### src/sv/texture_coord_transform_wrap_core_macros.svh
// Assertion macros shared by the texture coordinate transform modules.
`ifndef TEXTURE_COORD_TRANSFORM_WRAP_CORE_MACROS_SVH
`define TEXTURE_COORD_TRANSFORM_WRAP_CORE_MACROS_SVH

`ifndef SYNTH
`define TCT_ASSERT_NOW(lbl, ante, cons) \
lbl: assert property (@(posedge clk) disable iff (!arst_n) (ante) |-> (cons)) \
	else $error("assertion failed");
`define TCT_ASSERT_NEXT(lbl, ante, cons) \
lbl: assert property (@(posedge clk) disable iff (!arst_n) (ante) |=> (cons)) \
	else $error("assertion failed");
`else
`define TCT_ASSERT_NOW(lbl, ante, cons)
`define TCT_ASSERT_NEXT(lbl, ante, cons)
`endif

`endif

### src/sv/tct_pkg.sv
// Types and codes shared by the texture coordinate transform modules.
package tct_pkg;

	typedef enum logic [2:0] {
		WRAP_REPEAT = 3'd0,
		WRAP_MIRROR = 3'd1,
		WRAP_CLAMP  = 3'd2,
		WRAP_PLANAR = 3'd3,
		WRAP_CUBIC  = 3'd4
	} wrap_mode_t;

	typedef enum logic [2:0] {
		REG_COEF_UU   = 3'd0,
		REG_COEF_UV   = 3'd1,
		REG_COEF_VU   = 3'd2,
		REG_COEF_VV   = 3'd3,
		REG_OFFSET_U  = 3'd4,
		REG_OFFSET_V  = 3'd5,
		REG_WRAP_MODE = 3'd6
	} cfg_reg_t;

	typedef struct packed {
		logic signed [31:0] coef_uu;
		logic signed [31:0] coef_uv;
		logic signed [31:0] coef_vu;
		logic signed [31:0] coef_vv;
		logic signed [31:0] offset_u;
		logic signed [31:0] offset_v;
	} xform_cfg_t;

	typedef struct packed {
		logic               valid;
		logic signed [31:0] tu;
		logic signed [31:0] tv;
		logic signed [31:0] u0;
		logic signed [31:0] v0;
	} xform_beat_t;

endpackage

### src/sv/tct_wrap.sv
// Wrap stage: repeat, mirror, clamp, planar and cubic face mapping (stages four to seven).
`include "texture_coord_transform_wrap_core_macros.svh"

module tct_wrap #(
	parameter int FRAC_BITS = 16
) (
	input  logic                 clk,
	input  logic                 arst_n,
	input  tct_pkg::xform_beat_t beat,
	input  logic [2:0]           mode,
	output logic                 done,
	output logic signed [31:0]   u_out,
	output logic signed [31:0]   v_out
);

	localparam int LW = FRAC_BITS + 2;
	localparam int QW = 34 - FRAC_BITS;
	localparam int FW = 36 - FRAC_BITS;
	localparam int NCH = (FW + 1) / 2;
	localparam int CSW = $clog2(3 * NCH + 1);
	localparam logic signed [31:0] ONE32 = 32'sd1 <<< FRAC_BITS;
	localparam logic signed [LW-1:0] ONE_L = LW'(ONE32);
	localparam logic [FRAC_BITS:0] ONE_M = ONE32[FRAC_BITS:0];

	logic                   valid_s4, valid_s5, valid_s6, valid_s7;
	logic signed [33:0]     us_s4, vs_s4, us_d, vs_d;
	logic signed [31:0]     tu_s4, tv_s4, tu_s5, tv_s5, tu_s6, tv_s6;
	logic signed [31:0]     alt_u_s4, alt_v_s4, alt_u_s5, alt_v_s5, alt_u_s6, alt_v_s6;
	logic                   cubic_s4, cubic_s5, cubic_s6;
	logic signed [QW-1:0]   qf_u, qf_v;
	logic                   cor_u, cor_v;
	logic [2:0]             cor_sum;
	logic [FRAC_BITS-1:0]   low_u, low_v;
	logic signed [LW-1:0]   lu_d, lv_d, lu_s5, lv_s5, lu_s6, lv_s6;
	logic signed [FW-1:0]   face_d, face_s5;
	logic [FW-1:0]          mag;
	logic [2*NCH-1:0]       mag_p;
	logic [CSW-1:0]         csum_d, csum_s6;
	logic                   par_s6, neg_s6;
	logic [5:0]             c6;
	logic [3:0]             fold;
	logic [1:0]             m3;
	logic [2:0]             m6;
	logic                   neg_rem;
	logic signed [LW-1:0]   cb_u, cb_v;
	logic signed [31:0]     res_u, res_v, u_s7, v_s7;

	function automatic logic signed [31:0] alt_coord(input logic [2:0] m,
			input logic signed [31:0] t, input logic signed [31:0] o);
		logic [FRAC_BITS:0] mr;
		logic signed [31:0] r;
		mr = t[FRAC_BITS:0];
		r = t;
		unique case (m)
			tct_pkg::WRAP_REPEAT: r = 32'(t[FRAC_BITS-1:0]);
			tct_pkg::WRAP_MIRROR: begin
				if (mr > ONE_M) begin
					r = (ONE32 <<< 1) - 32'(mr);
				end else begin
					r = 32'(mr);
				end
			end
			tct_pkg::WRAP_CLAMP: begin
				if (t < 0) begin
					r = '0;
				end else if (t > ONE32) begin
					r = ONE32;
				end else begin
					r = t;
				end
			end
			tct_pkg::WRAP_PLANAR: r = o;
			default: r = t;
		endcase
		return r;
	endfunction

	// Stage four: scale by three for the cube face grid.
	assign us_d = 34'(beat.tu) + (34'(beat.tu) <<< 1);
	assign vs_d = 34'(beat.tv) + (34'(beat.tv) <<< 1);

	// Stage five: truncating quotient and remainder by ONE, then the face number.
	assign qf_u  = us_s4[33:FRAC_BITS];
	assign qf_v  = vs_s4[33:FRAC_BITS];
	assign low_u = us_s4[FRAC_BITS-1:0];
	assign low_v = vs_s4[FRAC_BITS-1:0];
	assign cor_u = us_s4[33] && (low_u != '0);
	assign cor_v = vs_s4[33] && (low_v != '0);
	assign lu_d  = cor_u ? (LW'(low_u) - ONE_L) : LW'(low_u);
	assign lv_d  = cor_v ? (LW'(low_v) - ONE_L) : LW'(low_v);
	assign cor_sum = {1'b0, cor_v, cor_v} + {2'b00, cor_u};
	assign face_d = FW'(qf_u) + FW'(qf_v) + (FW'(qf_v) <<< 1) + FW'(cor_sum);

	// Stage six: magnitude of the face number and its base-four digit sum.
	assign mag   = face_s5[FW-1] ? FW'(-face_s5) : FW'(face_s5);
	assign mag_p = (2 * NCH)'(mag);

	always_comb begin
		csum_d = '0;
		for (int i = 0; i < NCH; i++) begin
			csum_d = csum_d + CSW'(mag_p[2*i +: 2]);
		end
	end

	// Stage seven: remainder modulo six from the residues modulo three and two.
	assign c6   = 6'(csum_s6);
	assign fold = 4'(c6[1:0]) + 4'(c6[3:2]) + 4'(c6[5:4]);

	always_comb begin
		if (fold >= 4'd6) begin
			m3 = 2'(fold - 4'd6);
		end else if (fold >= 4'd3) begin
			m3 = 2'(fold - 4'd3);
		end else begin
			m3 = fold[1:0];
		end
	end

	assign m6      = (m3[0] == par_s6) ? {1'b0, m3} : ({1'b0, m3} + 3'd3);
	assign neg_rem = neg_s6 && (m6 != 3'd0);

	always_comb begin
		unique case (m6)
			3'd1: begin
				cb_u = lv_s6;
				cb_v = ONE_L - lu_s6;
			end
			3'd2: begin
				cb_u = ONE_L - lu_s6;
				cb_v = lv_s6;
			end
			3'd3: begin
				cb_u = ONE_L - lv_s6;
				cb_v = ONE_L - lu_s6;
			end
			3'd4: begin
				cb_u = lu_s6;
				cb_v = ONE_L - lv_s6;
			end
			default: begin
				cb_u = lu_s6;
				cb_v = lv_s6;
			end
		endcase
	end

	always_comb begin
		if (!cubic_s6) begin
			res_u = alt_u_s6;
			res_v = alt_v_s6;
		end else if (neg_rem) begin
			res_u = tu_s6;
			res_v = tv_s6;
		end else begin
			res_u = 32'(cb_u);
			res_v = 32'(cb_v);
		end
	end

	always_ff @(posedge clk or negedge arst_n) begin
		if (!arst_n) begin
			valid_s4 <= 1'b0;
			valid_s5 <= 1'b0;
			valid_s6 <= 1'b0;
			valid_s7 <= 1'b0;
		end else begin
			valid_s4 <= beat.valid;
			valid_s5 <= valid_s4;
			valid_s6 <= valid_s5;
			valid_s7 <= valid_s6;
		end
	end

	always_ff @(posedge clk) begin
		us_s4    <= us_d;
		vs_s4    <= vs_d;
		tu_s4    <= beat.tu;
		tv_s4    <= beat.tv;
		alt_u_s4 <= alt_coord(mode, beat.tu, beat.u0);
		alt_v_s4 <= alt_coord(mode, beat.tv, beat.v0);
		cubic_s4 <= (mode == tct_pkg::WRAP_CUBIC);

		face_s5  <= face_d;
		lu_s5    <= lu_d;
		lv_s5    <= lv_d;
		tu_s5    <= tu_s4;
		tv_s5    <= tv_s4;
		alt_u_s5 <= alt_u_s4;
		alt_v_s5 <= alt_v_s4;
		cubic_s5 <= cubic_s4;

		csum_s6  <= csum_d;
		par_s6   <= mag[0];
		neg_s6   <= face_s5[FW-1];
		lu_s6    <= lu_s5;
		lv_s6    <= lv_s5;
		tu_s6    <= tu_s5;
		tv_s6    <= tv_s5;
		alt_u_s6 <= alt_u_s5;
		alt_v_s6 <= alt_v_s5;
		cubic_s6 <= cubic_s5;

		u_s7     <= res_u;
		v_s7     <= res_v;
	end

	assign done  = valid_s7;
	assign u_out = u_s7;
	assign v_out = v_s7;

	`TCT_ASSERT_NOW(a_wr_latency, valid_s7, $past(beat.valid, 4))
	`TCT_ASSERT_NOW(a_wr_m6_range, valid_s6, m6 <= 3'd5)
	`TCT_ASSERT_NEXT(a_wr_rem_sign, valid_s4 && !us_s4[33], !lu_s5[LW-1])

endmodule

### config.mk
export PLATFORM = sky130hd
export DESIGN_NAME = tct_wrap
export DESIGN_NICKNAME = d
export VERILOG_FILES = /design/src/sv/tct_pkg.sv /design/src/sv/tct_wrap.sv
export VERILOG_INCLUDE_DIRS = /design/src /design/src/sv
export SDC_FILE = /design/constraint.sdc
export NUM_CORES = 1
export LEC_CHECK = 0
export BUFFER_PORTS_ARGS = -buffer_cell sky130_fd_sc_hd__buf_2
export CAP_MARGIN = 5
export CELL_PAD_IN_SITES_DETAIL_PLACEMENT = 1
export CELL_PAD_IN_SITES_GLOBAL_PLACEMENT = 1
export CORE_MARGIN = 2
export CORE_UTILIZATION = 47
export DETAILED_ROUTE_END_ITERATION = 7
export MAX_ROUTING_LAYER = met4
export PLACE_DENSITY_LB_ADDON = 0.1
export SYNTH_ARGS = -nofsm -noshare
export SYNTH_HDL_FRONTEND = slang
export SYNTH_SLANG_ARGS = --single-unit
### constraint.sdc
create_clock -name clk -period 5.12 [get_ports clk]
set_input_delay 1.024 -clock clk [delete_from_list [all_inputs] [get_ports clk]]
set_output_delay 1.024 -clock clk [all_outputs]
set_load 0.05 [all_outputs]
==> metrics list, run 1 <==
* Run status: completed
- Summed over all instances, the cell type with the most area after synthesis is sky130_fd_sc_hd__dfxtp_1.
- End-of-flow core utilization: 0.553
- Clock latency on the worst-skew pair, taken at its later pin, is 0.63 ns.
- The total count of max-transition violations in the final report came to 0.
* Setup crit start kind: register
- Global routing finished with a remaining overflow of 0.
- Worst min-delay path class: input pin to async pin
* Iteration-0 DRC count of the detailed router: 818
- In this run the tightest slew margin relative to its limit is 0.292.
* Area of the mapped netlist: 23200 um2
* Maximum level of the CTS H-tree: 2
* Most instantiated library cell after synthesis: sky130_fd_sc_hd__dfxtp_1
- Final setup TNS: 0 ns
- Die span in y: 226 um
- Dividing the detail-routed wire length by the instance count gives 21.4 um.
* Clock tree buffer depth: 3
* Effective utilization at floorplan: 0.474
- Post-route fraction of the period consumed by the critical path: 0.953
* Synth area leaders: sky130_fd_sc_hd__dfxtp_1 (52%), sky130_fd_sc_hd__ha_1 (8.7%), sky130_fd_sc_hd__fa_1 (3.3%), sky130_fd_sc_hd__a21oi_1 (2.9%), sky130_fd_sc_hd__o21ai_0 (2.8%)
- TritonCTS built the clock tree.
- For the final database, setup skew stands at 0.0240 ns.
- Die Area: 51100 um2
- FFs w/ async S/R, synth: 0.00656
- Number of warning messages in the yosys log: 0
- Count of unique library cells instantiated by Yosys: 85
- Synthesis inferred 610 register bits.
- Number of placed cells counting well taps: 3008
- The first global-routing pass estimated 103000 um of wire.
- Setup repair after global routing missed its margin: false
- The tree is rooted in a sky130_fd_sc_hd__clkbuf_16.
- Post-DP HPWL: 50500 um
- Compared with the post-synthesis result, the final layout area differs by 16.5%.
* Data required, critical path: 5.62 ns
* Fmax: 205 MHz
- Sequential fraction of the synthesis area: 0.528
- Final std cells w/o fill: 3119
* Leading register cell type out of synthesis: sky130_fd_sc_hd__dfxtp_1
- The core region is 48800 um2.
* Horiz. Die Dim: 226 um
- Routed Wire Length: 66600 um
- Hold Violations, Final: 0
- Remaining antenna violation count after routing: 0
- Number of synthesized flops with an enable pin: 0
- Routability-driven placement finished with a final weighted congestion of 0.891.
* Fraction of layout instances using a drive strength above 1: 0.147
- The tree built by TritonCTS fans out to 610 sinks.
- Synthesis produced 2195 cells.
- Across every metal layer, demand over resource in global routing totals 0.271.
* Worst-path clk slew: 0.06 ns
- Each instance of the synthesized netlist takes up on average 10.6 um2.
- Top post-synthesis cells by count: sky130_fd_sc_hd__dfxtp_1 (606), sky130_fd_sc_hd__inv_1 (167), sky130_fd_sc_hd__ha_1 (162)
* Number of standard-cell rows in the floorplan: 81
- The routed design could run at a clock period as short as 4.88 ns.
- Worst-path fanout max: 4
* Vias in the first global route: 18.1k
* Antenna violations before repair: 3
- Pin slew with the least headroom to its limit: 1.05 ns
* WS Path Type: register to register
* Endpoint arrival time on the critical path: 5.38 ns
* # setup viols final: 0
- After the last flow step, the layout net total stands at 2741.
- I/O pin cnt: 199
- Vias post-DR: 17.1k
* Clock buffer count from CTS: 60
- After detailed routing, the number of remaining DRC violations is 0.
- 1st-pass router iterations: 5
* Pin count of the biggest net entering global routing: 67
* Nets in the synthesized netlist: 2529
* Area share of the largest cell type after synthesis: 0.524
- In the routed layout, each cell is associated on average with a via count of 5.50.
- Buffers placed on the I/O ports in this run total 198.
- Number of max-cap violations: 0
* Critical Path Sink Type: register
-- path summary, 6_finish.rpt --
check                      cells after the start         end  startpoint  slack (ns)
hold / removal                                 1        done      arst_n        0.19
min in group clk                               0    cubic_s5    cubic_s4        0.32
hold reg to reg                                0    cubic_s5    cubic_s4        0.32
max in group asynchronous                      1    valid_s4      arst_n        4.80
setup reg to reg                              15  csum_s6[4]  face_s5[5]        0.24
setup / recovery                              15  csum_s6[4]  face_s5[5]        0.24
-- worst max-delay path, stage by stage, from the launching register on --
cell	delay (ns)
sky130_fd_sc_hd__dfxtp_1	0.33
sky130_fd_sc_hd__or4_1	0.64
sky130_fd_sc_hd__nor4_4	0.21
sky130_fd_sc_hd__nand2b_1	0.13
sky130_fd_sc_hd__or2_2	0.30
sky130_fd_sc_hd__o21ai_0	0.20
sky130_fd_sc_hd__xnor2_1	0.16
sky130_fd_sc_hd__fa_1	0.44
sky130_fd_sc_hd__inv_1	0.08
sky130_fd_sc_hd__fa_1	0.45
sky130_fd_sc_hd__fa_1	0.47
sky130_fd_sc_hd__fa_1	0.51
sky130_fd_sc_hd__inv_1	0.07
sky130_fd_sc_hd__fa_1	0.43
sky130_fd_sc_hd__a21o_1	0.17
sky130_fd_sc_hd__a21o_1	0.17
-- layer usage --
| metal | GRT usage | wire length, um | up-vias |
|---|---|---|---|
| met4 | 0.108 | 2610 | 0 |
| met1 | 0.318 | 28000 | 8474 |
| met3 | 0.0407 | 2620 | 142 |
| met5 | - | 0 | - |
| met2 | 0.466 | 33400 | 355 |
| li1 | - | - | 8170 |
-- final cells by class --
class / instances / area, um2
clock buffers: 82 / 1750
flip-flops and latches: 610 / 12200
diodes: 3 / 7.51
fillers: 5361 / 21900
repair buffers: 221 / 1180
clock inverters: 25 / 309
well taps: 664 / 831
inverters: 170 / 638
multi-input cells: 1344 / 10000
-- repair_timing --
action / CTS / global route
hold buffers: 0 / 0
resized for setup: 0 / 3
setup buffers: 0 / 1
setup endpoints to repair: 0 / 32
-- kinds of logic after synthesis --
family / synth area share
compound gates: 0.180
xor+xnor: 0.0393
fa+ha+maj: 0.120
buf+inv: 0.0397
flops: 0.528
mux: 0.00173
simple gates: 0.0911
-- cells in the final DEF, fill, tap and decap left out, types with 9 or more instances in the layout --
cell type,synthesis,final
sky130_fd_sc_hd__dfxtp_1,606,605
sky130_fd_sc_hd__buf_2,4,198
sky130_fd_sc_hd__inv_1,167,167
sky130_fd_sc_hd__ha_1,162,162
sky130_fd_sc_hd__a21oi_1,136,136
sky130_fd_sc_hd__o21ai_0,131,130
sky130_fd_sc_hd__nand2_1,109,109
sky130_fd_sc_hd__nor2_1,96,96
sky130_fd_sc_hd__xnor2_1,67,67
sky130_fd_sc_hd__clkbuf_16,0,62
sky130_fd_sc_hd__a21o_1,57,57
sky130_fd_sc_hd__nor3_1,48,48
sky130_fd_sc_hd__a22o_1,39,39
sky130_fd_sc_hd__fa_1,38,38
sky130_fd_sc_hd__xor2_1,37,37
sky130_fd_sc_hd__nand3_1,31,31
sky130_fd_sc_hd__a221o_1,26,26
sky130_fd_sc_hd__a221oi_1,26,26
sky130_fd_sc_hd__nor2b_1,23,23
sky130_fd_sc_hd__and3_1,23,22
sky130_fd_sc_hd__o22ai_1,22,22
sky130_fd_sc_hd__buf_4,1,22
sky130_fd_sc_hd__nor4_1,22,21
sky130_fd_sc_hd__a31oi_1,21,21
sky130_fd_sc_hd__a211oi_1,19,19
sky130_fd_sc_hd__o21a_1,16,16
sky130_fd_sc_hd__o31ai_1,14,13
sky130_fd_sc_hd__clkbuf_8,0,12
sky130_fd_sc_hd__or3_1,11,11
sky130_fd_sc_hd__nand2b_1,10,10
sky130_fd_sc_hd__and2_1,9,10
sky130_fd_sc_hd__a22oi_1,10,10
sky130_fd_sc_hd__o221ai_1,9,9
sky130_fd_sc_hd__o22ai_2,9,9
-- metrics by stage --
stage	instance area [um2]	setup WS [ns]	hold slack [ns]
2_1_floorplan	23200	0.413	0.310
3_3_place_gp	24900	0.231	0.310
3_5_place_dp	24900	0.0471	0.313
4_1_cts	27000	0.0129	0.170
5_1_grt	27000	0.0136	0.180
6_report	27000	0.240	0.195
Power of run 1 is left out: the tool's default activity adds up to more than one toggle a clock period on the data nets, which glitch-free logic cannot reach.
==> run 2, diff against run 1 <==
Settings changed: BUFFER_PORTS_ARGS -buffer_cell sky130_fd_sc_hd__buf_2 to default, CORE_UTILIZATION 47 to 50, DONT_BUFFER_PORTS from default to 1.
==> metrics list, run 2 (same netlist as run 1, synthesis figures left out) <==
* Final setup TNS: 0 ns (unchanged)
* WS Path Type: register to register (unchanged)
* Routed Wire Length: 66900 um (was 66600 um)
- Setup repair after global routing missed its margin: false (unchanged).
- Floorplan Core Area: 45600 um2 (was 48800 um2)
- The signal arrival time at the worst endpoint was 5.36 ns (was 5.38 ns).
- Number of standard-cell rows in the floorplan: 78 (was 81)
- Effective utilization at floorplan: 0.508 (was 0.474)
- The number of nets in the layout is 2533 (was 2741).
* Relative slew margins: 0.165 (was 0.292)
- Clock insertion delay at the later pin of the skew report: 0.61 ns (was 0.63 ns)
- Flop-to-flop setup slack: 0.25 ns (was 0.24 ns)
- The die span in y came to 219 um (was 226 um).
* Fmax: 206 MHz (was 205 MHz)
* Number of max-cap violations: 0 (unchanged)
- The number of buffers added to fix hold violations after cts is 0 (unchanged).
* Average wire length per cell after detail routing: 23.5 um (was 21.4 um)
- Run status: completed (unchanged).
- The clock tree from TritonCTS was built (unchanged).
- Vias per inst: 5.77 (was 5.50)
- The setup violation total in the final timing report came to 0 (unchanged).
* Start of the worst register-to-register path: face_s5[5] (unchanged)
- Most frequent cells in the layout: sky130_fd_sc_hd__dfxtp_1 (605), sky130_fd_sc_hd__inv_1 (167), sky130_fd_sc_hd__ha_1 (162) (was sky130_fd_sc_hd__dfxtp_1 (605), sky130_fd_sc_hd__buf_2 (198), sky130_fd_sc_hd__inv_1 (167))
- The total count of max-transition violations in the final report was 0 (unchanged).
- Horiz. Die Dim: 219 um (was 226 um)
* GR peak layer: met2 (unchanged)
- The count of placed standard cells including taps was 2739 (was 3008).
- The I/O pin total came to 199 (unchanged).
- Final RePlAce weighted congestion: 0.922 (was 0.891)
- Met1 track demand over resource: 0.336 (was 0.318)
* Worst-path fanout max: 4 (unchanged)
* Critical Path Sink Type: register (unchanged)
* Synthesis-to-finish area growth: 11.5% (was 16.5%)
- Worst-case clock skew: 0.0308 ns (was 0.0240 ns)
* 1st-pass router iterations: 5 (unchanged)
- Combined global-route utilization of all metal layers: 0.287 (was 0.271)
* Most common cell after layout, fill and taps aside: sky130_fd_sc_hd__dfxtp_1 (unchanged)
- The number of buffers created by CTS came to 58 (was 60).
* Worst min-delay path class: input pin to async pin (unchanged)
* Fin crit period: 4.87 ns (was 4.88 ns)
- The final-report hold violation count came to 0 (unchanged).
- Fraction of layout instances using a drive strength above 1: 0.0695 (was 0.147)
* Vias in the first global route: 17.4k (was 18.1k)
- Post-route fraction of the period consumed by the critical path: 0.950 (was 0.953)
- The final cell count without fillers came to 2847 (was 3119).
* Gates resized, CTS repair: 0 (unchanged)
- The number of port buffers was 0 (was 198).
- Drc violations: 0 (unchanged)
- The post-CTS setup buffer count was 0 (unchanged).
- Terminus of the critical flop-to-flop path: csum_s6[4] (unchanged)
* Clock tree buffer depth: 3 (unchanged)
- Pin slew with the least headroom to its limit: 1.25 ns (was 1.05 ns)
- The first-pass GRT wire length came to 102000 um (was 103000 um).
- The total congestion overflow came to 0 (unchanged).
- The critical path startpoint category is a register (unchanged).
- Worst-path clk slew: 0.06 ns (about the same)
- The critical path data required time is 5.61 ns (was 5.62 ns).
* Clock Tree Root: sky130_fd_sc_hd__clkbuf_16 (unchanged)
* Maximum level of the CTS H-tree: 2 (unchanged)
* Iteration-0 DRC count of the detailed router: 908 (was 818)
* Number of cell instances on the worst register-to-register path: 15 (unchanged)
- The HPWL after detailed placement is 49500 um (was 50500 um).
- The number of antenna violations at the first check in global routing is 3 (unchanged).
- Count of clock tree sinks: 610 (unchanged)
- The met2 layer usage reported by global route is 0.506 (was 0.466).
- Met3 Use GR: 0.0413 (was 0.0407)
* Remaining antenna violation count after routing: 0 (unchanged)
* Vias post-DR: 16.4k (was 17.1k)
* Die Area: 48100 um2 (was 51100 um2)
- Pin count of the biggest net entering global routing: 96 (was 67)
==> run 2: worst max path at each step <==
stage	start	to	slack, ns	cells after the start
2_1_floorplan	face_s5[5]	csum_s6[4]	0.41	15
3_3_place_gp	face_s5[5]	csum_s6[4]	0.24	15
3_5_place_dp	face_s5[5]	csum_s6[4]	0.09	15
4_1_cts	face_s5[5]	csum_s6[4]	0.07	15
5_1_grt	face_s5[5]	csum_s6[3]	0.009	18
6_report	face_s5[5]	csum_s6[4]	0.25	15
==> run 2: worst max-delay path, stage by stage (launching register included) <==
cell                       delay [ns]
sky130_fd_sc_hd__dfxtp_1         0.33
sky130_fd_sc_hd__or4_4           0.58
sky130_fd_sc_hd__nor4_4          0.26
sky130_fd_sc_hd__nand2b_1        0.15
sky130_fd_sc_hd__or2_2           0.31
sky130_fd_sc_hd__o21ai_0         0.19
sky130_fd_sc_hd__xnor2_1         0.17
sky130_fd_sc_hd__fa_1            0.44
sky130_fd_sc_hd__inv_1           0.08
sky130_fd_sc_hd__fa_1            0.44
sky130_fd_sc_hd__fa_1            0.46
sky130_fd_sc_hd__fa_1            0.52
sky130_fd_sc_hd__inv_1           0.07
sky130_fd_sc_hd__fa_1            0.43
sky130_fd_sc_hd__a21o_1          0.17
sky130_fd_sc_hd__a21o_1          0.17
==> run 2: area by class of cell <==
class / count / area (um2)
Antenna cell: 1 / 2.50
Clock buffer: 78 / 1660
Clock inverter: 29 / 383
Fill cell: 4772 / 19700
Inverter: 170 / 638
Multi-Input combinational cell: 1344 / 10100
Sequential cell: 610 / 12200
Tap cell: 600 / 751
Timing Repair Buffer: 15 / 113
==> run 2: through the flow <==
stage | instance area, um2 | hold WS, ns | utilization | worst slack [ns]
floorplan | 23200 | 0.310 | - | 0.413
global placement | 23800 | 0.310 | 0.522 | 0.238
detailed placement | 23800 | 0.313 | 0.522 | 0.0907
CTS | 25800 | 0.0902 | 0.566 | 0.0705
global route | 25800 | 0.0917 | 0.567 | 0.00868
finish | 25800 | 0.117 | 0.567 | 0.255
==> run 2: routing by layer <==
layer,wire [um],share of wire
met1,27900,0.42
met2,34500,0.52
met3,2620,0.039
met4,1860,0.028
met5,0,0
Power of run 2 is left out for the same reason.
==> run 3, diff against run 2 <==
Settings changed: PLACE_DENSITY from default to 0.86, PLACE_DENSITY_LB_ADDON 0.1 to default.
==> metrics list, run 3 (same netlist as run 1, synthesis figures left out) <==
- The die span in y came to 219 um (unchanged).
* Number of fill cells in the layout: 4800 (was 4772)
- The via-per-instance ratio is 5.95 (was 5.77).
* Clock insertion delay at the later pin of the skew report: 0.62 ns (was 0.61 ns)
- Number of placed cells counting well taps: 2741 (was 2739)
* Gates resized, CTS repair: 0 (unchanged)
- Vias post-DR: 17.0k (was 16.4k)
* Worst-case clock skew: 0.0155 ns (was 0.0308 ns)
- Effective utilization at floorplan: 0.508 (unchanged)
- The family of cells with the greatest summed delay on the critical path is adder cells (unchanged).
- Worst-path clk slew: 0.06 ns (about the same)
- Final RePlAce weighted congestion: 0.889 (was 0.922)
* Crit path buffers/inverters: 2 (unchanged)
* Number of buffers added on ports: 0 (unchanged)
- Clock tree from TritonCTS: built (unchanged)
- Critical Path Sink Type: register (unchanged)
- Wire length of the first global-routing pass: 106000 um (was 102000 um)
- Final std cells w/o fill: 2851 (was 2847)
* Number of nets in the layout: 2536 (was 2533)
- # setup viols final: 0 (unchanged)
- The remaining max-slew budget at the tightest pin was 0.254 (was 0.165).
* Synthesis-to-finish area growth: 11.9% (was 11.5%)
- Clock Tree Root: sky130_fd_sc_hd__clkbuf_16 (unchanged)
- Post-DP HPWL: 50500 um (was 49500 um)
- The I/O pin total is 199 (unchanged).
* Maximum level of the CTS H-tree: 2 (unchanged)
- Vias in the first global route: 18.2k (was 17.4k)
* Most common cell after layout, fill and taps aside: sky130_fd_sc_hd__dfxtp_1 (unchanged)
- The die width is 219 um (unchanged).
- Hold Violations, Final: 0 (unchanged)
- Count of final max-slew check failures: 0 (unchanged)
- Hold buffers post-CTS: 0 (unchanged)
- The routed length per instance was 24.6 um (was 23.5 um).
* Biggest cell delay along the critical path: 0.63 ns (was 0.58 ns)
* Die Area: 48100 um2 (unchanged)
- The largest fanout of any net on the critical path was 4 (unchanged).
- The standard cell core area came to 45600 um2 (unchanged).
* Remaining antenna violation count after routing: 0 (unchanged)
- Most frequent cells in the layout: sky130_fd_sc_hd__dfxtp_1 (605), sky130_fd_sc_hd__inv_1 (167), sky130_fd_sc_hd__ha_1 (162) (unchanged).
- Drc violations: 0 (unchanged)
- The minimum period implied by the final worst setup slack came to 4.96 ns (was 4.87 ns).
- Post-route fraction of the period consumed by the critical path: 0.968 (was 0.950)
- The number of buffers created by CTS came to 59 (was 58).
* Number of standard-cell rows in the floorplan: 78 (unchanged)
- Pin slew with the least headroom to its limit: 1.12 ns (was 1.25 ns)
- The worst hold slack was 0.0947 ns (was 0.117 ns).
- The total number of clock tree sinks came to 610 (unchanged).
- Routed Wire Length: 70100 um (was 66900 um)
* Endpoint arrival time on the critical path: 5.47 ns (was 5.36 ns)
- The storage element area is 12200 um2 (unchanged).
- The number of search-and-repair iterations in the first detailed-routing pass was 5 (unchanged).
- Critical Path, Cell by Cell: or4_1 > nor4_4 > nand2b_1 > or2_2 > o21ai_0 > xnor2_1 > fa_1 > inv_1 > fa_1 > fa_1 > fa_1 > inv_1 > fa_1 > a21o_1 > a21o_1 (was or4_4 > nor4_4 > nand2b_1 > or2_2 > o21ai_0 > xnor2_1 > fa_1 > inv_1 > fa_1 > fa_1 > fa_1 > inv_1 > fa_1 > a21o_1 > a21o_1)
* Total congestion overflow: 0 (unchanged)
- Run status: completed (unchanged).
- The master of the slowest instance on the critical path is sky130_fd_sc_hd__or4_1 (was sky130_fd_sc_hd__or4_4).
* Pin count of the biggest net entering global routing: 71 (was 96)
- The number of max-cap violations came to 0 (unchanged).
- The critical path data required time came to 5.63 ns (was 5.61 ns).
- Fmax: 202 MHz (was 206 MHz)
* Worst min-delay path class: input pin to async pin (unchanged)
* Antenna violations before repair: 0 (was 3)
* Fraction of layout instances using a drive strength above 1: 0.0711 (was 0.0695)
- The sum of negative setup slack is 0 ns (unchanged).
- End-of-flow core utilization: 0.569 (was 0.567)
- WS Path Type: register to register (unchanged)
- The starting DRC count in detailed routing was 1205 (was 908).
- Buffer count from post-CTS setup fixing: 0 (unchanged)
* Multi-input gate area: 10000 um2 (was 10100 um2)
* Cell mode on critical path: sky130_fd_sc_hd__fa_1 (unchanged)
* Combined global-route utilization of all metal layers: 0.298 (was 0.287)
- Setup crit start kind: register (unchanged)
- The buffer depth of the longest clock path came to 3 (unchanged).
==> run 3: area by class of cell <==
cell class	instances	area share
sequential	610	0.472
multi-input combinational	1344	0.388
clock buffer	82	0.0673
tap	600	0.0290
inverter	170	0.0246
clock inverter	27	0.0146
timing repair buffer	17	0.00492
antenna	1	0.0000965
==> run 3: per-layer routing <==
layer	vias to the layer above	global-route usage	wire length, um
met5	-	-	0
met4	0	0.116	2630
met3	158	0.0455	3530
met2	546	0.530	36400
met1	8498	0.335	27500
li1	7764	-	-
==> run 3: worst register-to-register path, cell delays in order (launching register included) <==
cell and delay [ns]:
sky130_fd_sc_hd__dfxtp_1 0.33, sky130_fd_sc_hd__or4_1 0.63, sky130_fd_sc_hd__nor4_4 0.22, sky130_fd_sc_hd__nand2b_1 0.14
sky130_fd_sc_hd__or2_2 0.31, sky130_fd_sc_hd__o21ai_0 0.20, sky130_fd_sc_hd__xnor2_1 0.16, sky130_fd_sc_hd__fa_1 0.44
sky130_fd_sc_hd__inv_1 0.08, sky130_fd_sc_hd__fa_1 0.45, sky130_fd_sc_hd__fa_1 0.47, sky130_fd_sc_hd__fa_1 0.53
sky130_fd_sc_hd__inv_1 0.08, sky130_fd_sc_hd__fa_1 0.44, sky130_fd_sc_hd__a21o_1 0.19, sky130_fd_sc_hd__a21o_1 0.19
==> run 3: stage by stage <==
step	setup slack [ns]	area, um2
6_report	0.164	25900
5_1_grt	-0.000172	25900
4_1_cts	0.0117	25900
3_5_place_dp	0.0560	23800
3_3_place_gp	0.245	23800
2_1_floorplan	0.413	23200
==> run 3: worst paths after layout <==
path | slack, ns | cells after the start | endpoint | from
worst max-delay path | 0.16 | 15 | csum_s6[4] | face_s5[5]
worst min-delay path | 0.09 | 0 | valid_s4 | arst_n
worst max register to register | 0.16 | 15 | csum_s6[4] | face_s5[5]
worst min register to register | 0.32 | 0 | cubic_s6 | cubic_s5
max in group asynchronous | 4.96 | 0 | valid_s5 | arst_n
min in group clk | 0.32 | 0 | cubic_s6 | cubic_s5
Power of run 3 is left out for the same reason.
